File: config.mk
export PLATFORM = sky130hd
export DESIGN_NAME = circle_rasterizer_unit
export DESIGN_NICKNAME = d
export VERILOG_FILES = /design/src/hdl/crast_pkg.sv /design/src/hdl/crast_in_stage.sv /design/src/hdl/crast_core.sv /design/src/hdl/crast_out_stage.sv /design/src/hdl/circle_rasterizer_unit.sv
export SDC_FILE = /design/constraint.sdc
export NUM_CORES = 1
export LEC_CHECK = 0
export ABC_AREA = 0
export BUFFER_PORTS_ARGS = -buffer_cell sky130_fd_sc_hd__buf_2
export CORE_MARGIN = 1.5
export CORE_UTILIZATION = 43
export CTS_CLUSTER_DIAMETER = 80
export DETAILED_ROUTE_END_ITERATION = 12
export HOLD_SLACK_MARGIN = 0.08
export PLACE_DENSITY_LB_ADDON = 0.1
export SYNTH_ARGS = -nofsm -noshare
export SYNTH_HDL_FRONTEND = slang
export SYNTH_SLANG_ARGS = --single-unit
File: constraint.sdc
create_clock -name clk -period 7.9 [get_ports clk]
set_input_delay 1.185 -clock clk [delete_from_list [all_inputs] [get_ports clk]]
set_output_delay 1.185 -clock clk [all_outputs]
set_load 0.01 [all_outputs]
File: src/hdl/crast_pkg.sv
// Shared types and constants for the circle rasterizer.
package crast_pkg;

  localparam int COORD_BITS  = 12;
  localparam int RADIUS_BITS = 11;
  localparam int OUT_BITS    = COORD_BITS + 2;
  localparam int OFFX_BITS   = COORD_BITS;
  localparam int OFFY_BITS   = RADIUS_BITS + 2;
  localparam int DEC_BITS    = RADIUS_BITS + 3;
  localparam int CALC_BITS   = OUT_BITS + 2;
  localparam int PHASE_BITS  = 3;

  localparam int IN_FIELD_BITS = 2 * COORD_BITS + RADIUS_BITS;
  localparam int IN_DATA_BITS  = ((IN_FIELD_BITS + 7) / 8) * 8;
  localparam int OUT_FIELD_BITS = 3 * OUT_BITS;
  localparam int OUT_DATA_BITS  = ((OUT_FIELD_BITS + 7) / 8) * 8;

  localparam logic REQ_START   = 1'b0;
  localparam logic REQ_ADVANCE = 1'b1;

  localparam logic [PHASE_BITS-1:0] PHASE_FINAL = 3'd7;
  localparam logic [1:0]            SPAN_FINAL  = 2'd3;

  typedef struct packed {
    logic                   req_type;
    logic [COORD_BITS-1:0]  center_x;
    logic [COORD_BITS-1:0]  center_y;
    logic [RADIUS_BITS-1:0] radius;
  } crast_req_t;

  typedef struct packed {
    logic signed [OUT_BITS-1:0] pos_x;
    logic signed [OUT_BITS-1:0] pos_y;
    logic signed [OUT_BITS-1:0] end_x;
    logic                       last;
  } crast_res_t;

endpackage

File: src/hdl/crast_in_stage.sv
// Input register: holds one accepted request beat until the core takes it.
module crast_in_stage
  import crast_pkg::*;
(
  input  logic                    clk,
  input  logic                    rst_n,
  input  logic                    in_tvalid,
  output logic                    in_tready,
  input  logic [IN_DATA_BITS-1:0] in_tdata,
  input  logic                    in_tuser,
  input  logic                    take,
  output logic                    req_vld,
  output crast_req_t              req
);

  logic       vld_r, vld_nxt;
  crast_req_t req_r;
  logic       load;

  assign in_tready = !vld_r || take;
  assign load      = in_tvalid && in_tready;
  assign vld_nxt   = load ? 1'b1 : (take ? 1'b0 : vld_r);

  always_ff @(posedge clk) begin
    if (!rst_n) begin
      vld_r <= 1'b0;
    end else begin
      vld_r <= vld_nxt;
    end
  end

  always_ff @(posedge clk) begin
    if (load) begin
      req_r.req_type <= in_tuser;
      req_r.center_x <= in_tdata[COORD_BITS-1:0];
      req_r.center_y <= in_tdata[2*COORD_BITS-1:COORD_BITS];
      req_r.radius   <= in_tdata[IN_FIELD_BITS-1:2*COORD_BITS];
    end
  end

  assign req_vld = vld_r;
  assign req     = req_r;

endmodule

File: src/hdl/crast_core.sv
// Midpoint circle state, primitive selection and iteration update.
module crast_core
  import crast_pkg::*;
(
  input  logic       clk,
  input  logic       rst_n,
  input  logic       fill_mode,
  input  logic       fire,
  input  crast_req_t req,
  output logic       emit,
  output crast_res_t res
);

  logic        [OFFX_BITS-1:0]   off_x_r, off_x_nxt;
  logic signed [OFFY_BITS-1:0]   off_y_r, off_y_nxt;
  logic signed [DEC_BITS-1:0]    dec_r, dec_nxt;
  logic        [PHASE_BITS-1:0]  phase_r, phase_nxt;
  logic        [COORD_BITS-1:0]  cx_r, cx_nxt;
  logic        [COORD_BITS-1:0]  cy_r, cy_nxt;
  logic        [RADIUS_BITS-1:0] rad_r, rad_nxt;
  logic                          busy_r, busy_nxt;

  logic signed [CALC_BITS-1:0] cx, cy, ox, oy, rd, d;
  logic signed [CALC_BITS-1:0] px, py, ex;
  logic signed [CALC_BITS-1:0] d_upd, ox_upd, oy_upd;
  logic                        end_iter, last;

  assign cx = CALC_BITS'(signed'({1'b0, cx_r}));
  assign cy = CALC_BITS'(signed'({1'b0, cy_r}));
  assign ox = CALC_BITS'(signed'({1'b0, off_x_r}));
  assign oy = CALC_BITS'(off_y_r);
  assign rd = CALC_BITS'(signed'({1'b0, rad_r}));
  assign d  = CALC_BITS'(dec_r);

  assign emit = (req.req_type == REQ_ADVANCE) && busy_r;

  always_comb begin
    if (fill_mode) begin
      case (phase_r[1:0])
        2'd0: begin px = cx - oy; ex = cx + oy; py = cy + ox; end
        2'd1: begin px = cx - ox; ex = cx + ox; py = cy + oy; end
        2'd2: begin px = cx - ox; ex = cx + ox; py = cy - oy; end
        default: begin px = cx - oy; ex = cx + oy; py = cy - ox; end
      endcase
      end_iter = (phase_r[1:0] == SPAN_FINAL) || (phase_r == PHASE_FINAL);
    end else begin
      case (phase_r)
        3'd0: begin px = cx + ox; py = cy + oy; end
        3'd1: begin px = cx + oy; py = cy + ox; end
        3'd2: begin px = cx - ox; py = cy + oy; end
        3'd3: begin px = cx - oy; py = cy + ox; end
        3'd4: begin px = cx + ox; py = cy - oy; end
        3'd5: begin px = cx + oy; py = cy - ox; end
        3'd6: begin px = cx - ox; py = cy - oy; end
        default: begin px = cx - oy; py = cy - ox; end
      endcase
      ex = px;
      end_iter = (phase_r == PHASE_FINAL);
    end
  end

  always_comb begin
    if (d >= (ox <<< 1)) begin
      d_upd  = d - (ox <<< 1) - CALC_BITS'(1);
      ox_upd = ox + CALC_BITS'(1);
      oy_upd = oy;
    end else if (d < ((rd - oy) <<< 1)) begin
      d_upd  = d + (oy <<< 1) - CALC_BITS'(1);
      ox_upd = ox;
      oy_upd = oy - CALC_BITS'(1);
    end else begin
      d_upd  = d + ((oy - ox - CALC_BITS'(1)) <<< 1);
      ox_upd = ox + CALC_BITS'(1);
      oy_upd = oy - CALC_BITS'(1);
    end
  end

  assign last = end_iter && (oy_upd < ox_upd);

  assign res.pos_x = px[OUT_BITS-1:0];
  assign res.pos_y = py[OUT_BITS-1:0];
  assign res.end_x = ex[OUT_BITS-1:0];
  assign res.last  = last;

  always_comb begin
    off_x_nxt = off_x_r;
    off_y_nxt = off_y_r;
    dec_nxt   = dec_r;
    phase_nxt = phase_r;
    cx_nxt    = cx_r;
    cy_nxt    = cy_r;
    rad_nxt   = rad_r;
    busy_nxt  = busy_r;
    if (fire) begin
      if (req.req_type == REQ_START) begin
        cx_nxt    = req.center_x;
        cy_nxt    = req.center_y;
        rad_nxt   = req.radius;
        off_x_nxt = '0;
        off_y_nxt = OFFY_BITS'(signed'({1'b0, req.radius}));
        dec_nxt   = DEC_BITS'(signed'({1'b0, req.radius})) - DEC_BITS'(1);
        phase_nxt = '0;
        busy_nxt  = 1'b1;
      end else if (busy_r) begin
        if (end_iter) begin
          off_x_nxt = ox_upd[OFFX_BITS-1:0];
          off_y_nxt = oy_upd[OFFY_BITS-1:0];
          dec_nxt   = d_upd[DEC_BITS-1:0];
          phase_nxt = '0;
          busy_nxt  = !last;
        end else begin
          phase_nxt = phase_r + PHASE_BITS'(1);
        end
      end
    end
  end

  always_ff @(posedge clk) begin
    if (!rst_n) begin
      off_x_r <= '0;
      off_y_r <= '0;
      dec_r   <= '0;
      phase_r <= '0;
      cx_r    <= '0;
      cy_r    <= '0;
      rad_r   <= '0;
      busy_r  <= 1'b0;
    end else begin
      off_x_r <= off_x_nxt;
      off_y_r <= off_y_nxt;
      dec_r   <= dec_nxt;
      phase_r <= phase_nxt;
      cx_r    <= cx_nxt;
      cy_r    <= cy_nxt;
      rad_r   <= rad_nxt;
      busy_r  <= busy_nxt;
    end
  end

endmodule

File: src/hdl/crast_out_stage.sv
// Result register: holds one primitive beat until the sink takes it.
module crast_out_stage
  import crast_pkg::*;
(
  input  logic                     clk,
  input  logic                     rst_n,
  input  logic                     load,
  input  logic                     load_vld,
  input  crast_res_t               res,
  output logic                     free,
  output logic                     out_tvalid,
  input  logic                     out_tready,
  output logic [OUT_DATA_BITS-1:0] out_tdata,
  output logic                     out_tlast
);

  logic       vld_r, vld_nxt;
  crast_res_t res_r;

  assign free    = !vld_r || out_tready;
  assign vld_nxt = load ? load_vld : (out_tready ? 1'b0 : vld_r);

  always_ff @(posedge clk) begin
    if (!rst_n) begin
      vld_r <= 1'b0;
    end else begin
      vld_r <= vld_nxt;
    end
  end

  always_ff @(posedge clk) begin
    if (load && load_vld) begin
      res_r <= res;
    end
  end

  assign out_tvalid = vld_r;
  assign out_tdata  = {(OUT_DATA_BITS - OUT_FIELD_BITS)'(0),
                       res_r.end_x, res_r.pos_y, res_r.pos_x};
  assign out_tlast  = res_r.last;

endmodule

File: src/hdl/circle_rasterizer_unit.sv
// Circle rasterizer top level: request and result streams, mode register.
//
// Midpoint circle rasterizer. A request beat with tuser low starts a circle
// from its center and radius and yields no result; a beat with tuser high
// advances the circle by one primitive (an outline point, or a horizontal
// span when fill_mode is set) and yields one result beat, or nothing when no
// circle is in progress. The final primitive carries tlast. Every request
// passes an input register and the selection and decision update logic into
// a result register, so one request is taken per clock while the result
// register is free; a request waits in the input register until then, and
// its result is registered as the core takes it. The only stall comes from
// the result register while the sink holds out_tready low. fill_mode may
// change part way through a circle and takes effect from the next primitive;
// write it only while no beat is in flight.
module circle_rasterizer_unit
  import crast_pkg::*;
(
  input  logic                     clk,
  input  logic                     rst_n,
  input  logic                     cfg_we,
  input  logic                     cfg_wdata,      // fill_mode
  input  logic                     in_tvalid,
  output logic                     in_tready,
  input  logic [IN_DATA_BITS-1:0]  in_tdata,       // center_x, center_y, radius
  input  logic                     in_tuser,       // req_type
  output logic                     out_tvalid,
  input  logic                     out_tready,
  output logic [OUT_DATA_BITS-1:0] out_tdata,      // pos_x, pos_y, end_x
  output logic                     out_tlast
);

  logic       fill_mode_r;
  logic       req_vld;
  crast_req_t req;
  logic       out_free;
  logic       fire;
  logic       emit;
  crast_res_t res;

  always_ff @(posedge clk) begin
    if (!rst_n) begin
      fill_mode_r <= 1'b0;
    end else if (cfg_we) begin
      fill_mode_r <= cfg_wdata;
    end
  end

  assign fire = req_vld && out_free;

  crast_in_stage u_in (
    .clk       (clk),
    .rst_n     (rst_n),
    .in_tvalid (in_tvalid),
    .in_tready (in_tready),
    .in_tdata  (in_tdata),
    .in_tuser  (in_tuser),
    .take      (fire),
    .req_vld   (req_vld),
    .req       (req)
  );

  crast_core u_core (
    .clk       (clk),
    .rst_n     (rst_n),
    .fill_mode (fill_mode_r),
    .fire      (fire),
    .req       (req),
    .emit      (emit),
    .res       (res)
  );

  crast_out_stage u_out (
    .clk        (clk),
    .rst_n      (rst_n),
    .load       (fire),
    .load_vld   (emit),
    .res        (res),
    .free       (out_free),
    .out_tvalid (out_tvalid),
    .out_tready (out_tready),
    .out_tdata  (out_tdata),
    .out_tlast  (out_tlast)
  );

endmodule
==> results of run 1 <==
[worst register-to-register path, cell delays in order, from the launching register on]
cell and delay, ns:
dfxtp_1 0.49, inv_1 0.32, ha_1 0.41, nor2b_1 0.14
o21ai_0 0.25, a21boi_0 0.15, o21a_1 0.21, o21ai_0 0.25
a21oi_1 0.17, or4_1 0.53, nand3_1 0.10, ha_1 0.16
nand4_1 0.14, a2111oi_0 0.32, o22ai_1 0.16, mux2i_2 0.27
nand2_1 0.38, nand2_1 0.28, xnor2_1 0.15, ha_1 0.27
a21o_1 0.16, a21oi_1 0.26, nand3_1 0.10, or3_1 0.32
nand3_1 0.11, o31ai_1 0.10, o41a_1 0.37
[logic make-up after synthesis]
kind of cell | Yosys count | synth area share (%)
AND/OR/NAND/NOR | 598 | 17.8
AO/OA/AOI/OAI | 560 | 23.5
buffers and inverters | 221 | 5.49
adder cells (fa/ha/maj) | 215 | 17.6
flip-flops | 159 | 25.0
XOR/XNOR | 148 | 8.21
multiplexers | 38 | 2.42
other | 1 | 0.0236
[cells in the mapped netlist, types with 11 or more instances]
| library cell | number |
|---|---|
| xnor2_1 | 110 |
| clkbuf_1 | 74 |
| nor2_1 | 157 |
| nand4_1 | 13 |
| a221oi_1 | 18 |
| buf_1 | 11 |
| ha_1 | 202 |
| a21o_1 | 31 |
| inv_1 | 122 |
| nor2b_1 | 33 |
| o211ai_1 | 20 |
| edfxtp_1 | 78 |
| mux2i_1 | 35 |
| o21ai_0 | 79 |
| a31oi_1 | 26 |
| nand2_1 | 183 |
| a21oi_1 | 166 |
| fa_1 | 13 |
| xor2_1 | 37 |
| nor3_1 | 49 |
| dfxtp_1 | 81 |
| nand2b_1 | 30 |
| nand3_1 | 47 |
| o21bai_1 | 16 |
| a221o_1 | 12 |
| or3_1 | 25 |
| and3_1 | 13 |
| a211oi_1 | 27 |
| o22ai_1 | 18 |
| o21a_1 | 31 |
| o31ai_1 | 17 |
[final cells by class]
class                           count  area, µm²
Clock buffer                       18        450
Clock inverter                     14        164
Fill cell                        3579      19200
Inverter                          126        473
Multi-Input combinational cell   1565      11100
Sequential cell                   159       3970
Tap cell                          468        586
Timing Repair Buffer              114        641
[routing by layer]
layer / up-vias / GRT usage (%)
met5: - / 0
met4: 0 / 13.1
met3: 107 / 3.45
met1: 7110 / 37.8
li1: 7129 / -
met2: 526 / 49.7
[through the flow]
step / setup slack (ns) / hold WS (ns)
floorplan: 2.05 / 0.436
global placement: 1.40 / 0.446
detailed placement: 1.35 / 0.456
CTS: 1.31 / 0.468
global route: 0.803 / 0.484
finish: 1.21 / 0.467
[sequential cells by signal, indices dropped and copies added, names as in the netlist, 11 cells and up]
signal	count
u_out.out_tdata	41
u_in.req	36
u_core.dec_r	14
u_core.off_y_r	13
u_core.cx_r	12
u_core.cy_r	12
u_core.off_x_r	12
u_core.rad_r	11
[power by group through the flow]
stage / Combinational (mW) / Clock (mW) / Sequential, mW
after global placement: 1.48 / 0 / 0.975
final: 1.52 / 0.882 / 0.957
after detailed placement: 1.49 / 0 / 0.976
after global routing: 1.67 / 0.937 / 0.962
after floorplan: 1.12 / 0 / 0.956
after CTS: 1.50 / 0.901 / 0.957
[final timing paths]
path / startpoint / to / slack (ns) / cells past startpoint
setup / recovery: u_core.off_y_r[2] / u_core.busy_r / 1.21 / 26
hold / removal: u_core.rad_r[7] / u_core.rad_r[7] / 0.47 / 2
setup reg to reg: u_core.off_y_r[2] / u_core.busy_r / 1.21 / 26
hold reg to reg: u_core.rad_r[7] / u_core.rad_r[7] / 0.47 / 2
==> results_dict.tcl, run 1 <==
set metrics [dict create \
    die_y_um 195 \
    period_share_pct 84.7 \
    finalInstanceArea_um2 17400 \
    core_area_um2 36500 \
    cp.required_ns 8.25 \
    antenna_found_initial 0 \
    seq_power_share_pct 28.5 \
    setup_violations 0 \
    remaining_drc_errors 0 \
    num_rows 70 \
    cts.sinks 159 \
    synth_top_cell_by_area "ha_1" \
    p_per_area_nw_per_um2 194 \
    crit_buf_inv 1 \
    syn_to_final_growth_pct 9.27 \
    period_needed_ns 6.69 \
    drt_iter0_markers 1093 \
    cts_tree "built" \
    io_buffers 86 \
    wl_met2_um 26100 \
    stdcell_count 2464 \
    ys_top_cells_by_area "ha_1 16%, edfxtp_1 15%, dfxtp_1 10%, xnor2_1 6.1%, a21oi_1 5.2%" \
    fin_tns_setup_ns 0 \
    clock_path_buffers 2 \
    drive_gt1_share_pct 8.97 \
    end_kind "flip-flop" \
    clock_latency_ns 0.47 \
    tightest_slew_ns 1.09 \
    synth_flop_cell "dfxtp_1" \
    min_path_type "flip-flop to flip-flop" \
    worstPathArrival_ns 7.05 \
    grt_pass1_wl_um 85000 \
    synth_top_cell_area_share_pct 15.9 \
    layout_common_cells "202 x ha_1, 183 x nand2_1, 165 x a21oi_1" \
    nNetsFinal 2245 \
    ir_worst_vdd_uv 174 \
    gp_congestion 0.960 \
    clock.fmax_mhz 149 \
    clk_pin_slew_ns 0.08 \
    synth_cells 1940 \
    rsz0062_at_grt "no" \
    final_common_cell "ha_1" \
    postCtsSetupRepairBufs 0 \
    insertedDiodeCount 0 \
    vias_per_cell 6.04 \
    finalMaxSlewViolations 0 \
    wirelength_um 55800 \
    cp_slowest_stage_delay_ns 0.53 \
    grt_pass1_vias 14342 \
    vias 14872 \
    pwr-share-comb_pct 45.3 \
    grt_usage_pct 29.5 \
    seq_area_frac_synth_pct 25.0 \
    ys_ff_latch 159 \
    synth_area_um2 15900 \
    worstSetupStartpointType "flip-flop" \
    dieWidth_um 195 \
    maxSlewHeadroom_pct 26.3 \
    outcome "complete, no violations" \
    top_layer_used "met4" \
    grt_overflow_total 0 \
    synth_enable_flop_cells 78 \
    wl_met1_um 24800 \
    critPathSlowestCell "or4_1" \
    p_leak_nw 7.33 \
    finalHoldViolCount 0 \
    power_switching_share_pct 41.7 \
    io_pins 98 \
    cts_max_level 4 \
    dr_wl_met3_um 2770 \
    syn_avg_cell_area_um2 8.19 \
    skew_ns 0.0200 \
    dp_hpwl_um 42700 \
    power.switching_mw 1.40 \
    path_max_fanout 13 \
    die_area_um2 38100 \
    yosysWarnings 0 \
    post-route-util_pct 47.5 \
    wl_per_cell_um 22.6 \
    drtPass1Iterations 7 \
    cp_top_family "compound AO/OA/AOI/OAI gates" \
    cts_root_buf "clkbuf_16" \
    yosysUniqueCellTypes 81 \
    total_power_mw 3.36 \
    dp.cells 2432 \
    max_cap_violations 0 \
    ant_nets 0 \
    place_area_um2 16700 \
    path_class "flip-flop to flip-flop" \
    grt_max_degree 54 \
    cts_buffers 17 \
    ys_async_sr_fraction_pct 0 \
    start_util_pct 43.5 \
    p_clk_share_pct 26.2 \
    ctsResizeCount 0 \
    cts.hold.buffers_added 0 \
    intPower_mw 1.96 \
]
No activity file was read; power rests on OpenSTA's default activity.
==> inputs of run 2 (changes only) <==
--- a/config.mk
+++ b/config.mk
@@ -5,7 +5,7 @@
 export SDC_FILE = /design/constraint.sdc
 export NUM_CORES = 1
 export LEC_CHECK = 0
-export ABC_AREA = 0
+export ABC_AREA = 1
 export BUFFER_PORTS_ARGS = -buffer_cell sky130_fd_sc_hd__buf_2
 export CORE_MARGIN = 1.5
 export CORE_UTILIZATION = 43
==> constraint.sdc (replaced) <==
create_clock -name clk -period 7 [get_ports clk]
set_input_delay 1.05 -clock clk [delete_from_list [all_inputs] [get_ports clk]]
set_output_delay 1.05 -clock clk [all_outputs]
set_load 0.01 [all_outputs]
==> run 2 against run 1 <==
  * Synthesized cell count rose by 4.4%
  * Worst setup slack worse by 0.39 ns
  * Clock power is 12% higher
  * Hold slack worse by 0.0022 ns
  * Critical path type unchanged
  * Critical endpoint unchanged
  * Largest cell class unchanged
==> results_dict.tcl, run 2 <==
set metrics [dict create \
    end_kind "flip-flop" \
    total_power_mw 3.30 \
    grt_max_degree 52 \
    cts_tree "built" \
    yosysUniqueCellTypes 68 \
    ys_async_sr_fraction_pct 0 \
    finalMaxSlewViolations 0 \
    timing.rr.start "u_core.rad_r[0]" \
    io_pins 98 \
    synth_enable_flop_cells 78 \
    dieWidth_um 191 \
    insertedDiodeCount 0 \
    cp.required_ns 7.39 \
    worst-r2r-setup-slack_ns 0.82 \
    worstSetupStartpointType "flip-flop" \
    start_util_pct 43.9 \
    rsz0062_at_grt "no" \
    remaining_drc_errors 0 \
    grt_pass1_wl_um 82100 \
    synth_flop_cell "dfxtp_1" \
    layout_common_cells "318 x nand2_1, 280 x inv_1, 202 x ha_1" \
    finalHoldViolCount 0 \
    timing.critical_path.mode_cell "nand2_1" \
    drtPass1Iterations 6 \
    fin_tns_setup_ns 0 \
    r2r_cells 43 \
    grt_pass1_vias 13902 \
    outcome "complete, no violations" \
    rr_endpoint "u_core.busy_r" \
    p_per_area_nw_per_um2 197 \
    place_area_um2 16100 \
    drive_gt1_share_pct 8.58 \
    yosysWarnings 0 \
    maxSlewHeadroom_pct 24.4 \
    cp_slowest_stage_delay_ns 0.46 \
    clk_pin_slew_ns 0.08 \
    nFillCells 3534 \
    die_area_um2 36500 \
    cts.hold.buffers_added 0 \
    vias 14534 \
    ys_ff_latch 159 \
    p_leak_nw 7.99 \
    tightest_slew_ns 1.13 \
    multiInputGateArea_um2 9840 \
    startpoint "u_core.rad_r[0]" \
    synth_common_cells "318 x nand2_1, 282 x inv_1, 202 x ha_1" \
    gp_congestion 0.983 \
    syn_avg_cell_area_um2 7.50 \
    num_rows 68 \
    clock_latency_ns 0.46 \
    period_needed_ns 6.18 \
    grt_overflow_total 0 \
    setup_violations 0 \
    drt_iter0_markers 1238 \
    ir_worst_vdd_uv 181 \
    ctsResizeCount 0 \
    synth_top_cell_area_share_pct 16.6 \
    die_y_um 191 \
    synth_top_cell_by_area "ha_1" \
    vias_per_cell 5.69 \
    critPathSlowestCell "fa_1" \
    max_cap_violations 0 \
    largest_register_ffs 41 \
    whs_ns 0.465 \
    dp_hpwl_um 41400 \
    cts_max_level 4 \
    final_common_cell "nand2_1" \
    hold_depth 2 \
    finalInstanceArea_um2 16700 \
    cts.sinks 159 \
    path_max_fanout 3 \
    yosysMostFrequentCell "nand2_1" \
    postCtsSetupRepairBufs 0 \
    synth_cells 2026 \
    nNetsFinal 2347 \
    wirelength_um 53900 \
    ys_top_cells_by_area "ha_1 17%, edfxtp_1 15%, dfxtp_1 11%, nand2_1 7.9%, inv_1 7.0%" \
    skew_ns 0.0149 \
    wl_per_cell_um 21.1 \
    grt_usage_pct 30.1 \
    clock.fmax_mhz 162 \
    cts_buffers 17 \
    io_buffers 86 \
    crit_end "u_core.busy_r" \
    seq_area_frac_synth_pct 26.1 \
    core_area_um2 34600 \
    synth_area_um2 15200 \
    worstPathArrival_ns 6.58 \
    period_share_pct 88.4 \
    regArea_um2 3960 \
    cts_root_buf "clkbuf_16" \
    path_class "flip-flop to flip-flop" \
    syn_to_final_growth_pct 9.85 \
    antenna_found_initial 0 \
    min_path_type "flip-flop to flip-flop" \
    ant_nets 0 \
    clock_path_buffers 2 \
]
==> run 2: logic make-up after synthesis <==
logic type      share of synthesized area, %
mux                                   0.0741
xor+xnor                                8.01
compound gates                          20.4
simple gates                            17.7
buf+inv                                 9.37
fa+ha+maj                               18.3
other cells                           0.0247
flops                                   26.1
==> run 2: power breakdown <==
group,switching (mW),total [mW],internal (mW)
Sequential,0.0442,1.07,1.02
Clock,0.475,0.990,0.515
Combinational,0.806,1.24,0.434
==> run 2: how the worst min path moves through the flow <==
stage	endpoint	startpoint	slack [ns]
after floorplan	u_core.rad_r[0]	u_core.rad_r[0]	0.44
after global placement	u_core.rad_r[5]	u_core.rad_r[5]	0.45
after detailed placement	u_core.rad_r[0]	u_core.rad_r[0]	0.46
after CTS	u_core.rad_r[0]	u_core.rad_r[0]	0.47
after global routing	u_core.rad_r[5]	u_core.rad_r[5]	0.50
final	u_core.rad_r[0]	u_core.rad_r[0]	0.46
==> run 2: metrics by stage <==
| stage | setup WS [ns] | utilization, % | cells |
|---|---|---|---|
| global route | 0.134 | 48.2 | 2553 |
| detailed placement | 0.927 | 46.4 | 2521 |
| finish | 0.815 | 48.2 | 2553 |
| global placement | 0.926 | 46.4 | 2521 |
| floorplan | 1.68 | - | 2031 |
| CTS | 0.890 | 48.2 | 2553 |
==> run 2: layer usage <==
metal,vias up,track usage [%],part of all wire (%)
met1,6869,38.8,44
met5,-,0,0
met2,544,50.4,47
met3,114,4.48,6.1
li1,7007,-,-
met4,0,12.0,3.7
==> run 2: worst max-delay path, delay by kind of cell (launching register included) <==
family / cells / cell delay, ns
DFF: 1 / 0.31
buffers and inverters: 3 / 0.14
and+or+nand+nor: 24 / 2.15
adders and majority gates: 4 / 1.23
xor gates and xnor gates: 2 / 0.36
AOI/OAI and AO/OA: 10 / 1.90
==> run 2: cell type report <==
| type | count | area share [%] |
|---|---|---|
| Clock buffer | 17 | 2.55 |
| Timing Repair Buffer | 111 | 3.70 |
| Multi-Input combinational cell | 1505 | 58.9 |
| Tap cell | 455 | 3.41 |
| Sequential cell | 159 | 23.7 |
| Inverter | 291 | 6.54 |
| Clock inverter | 15 | 1.12 |
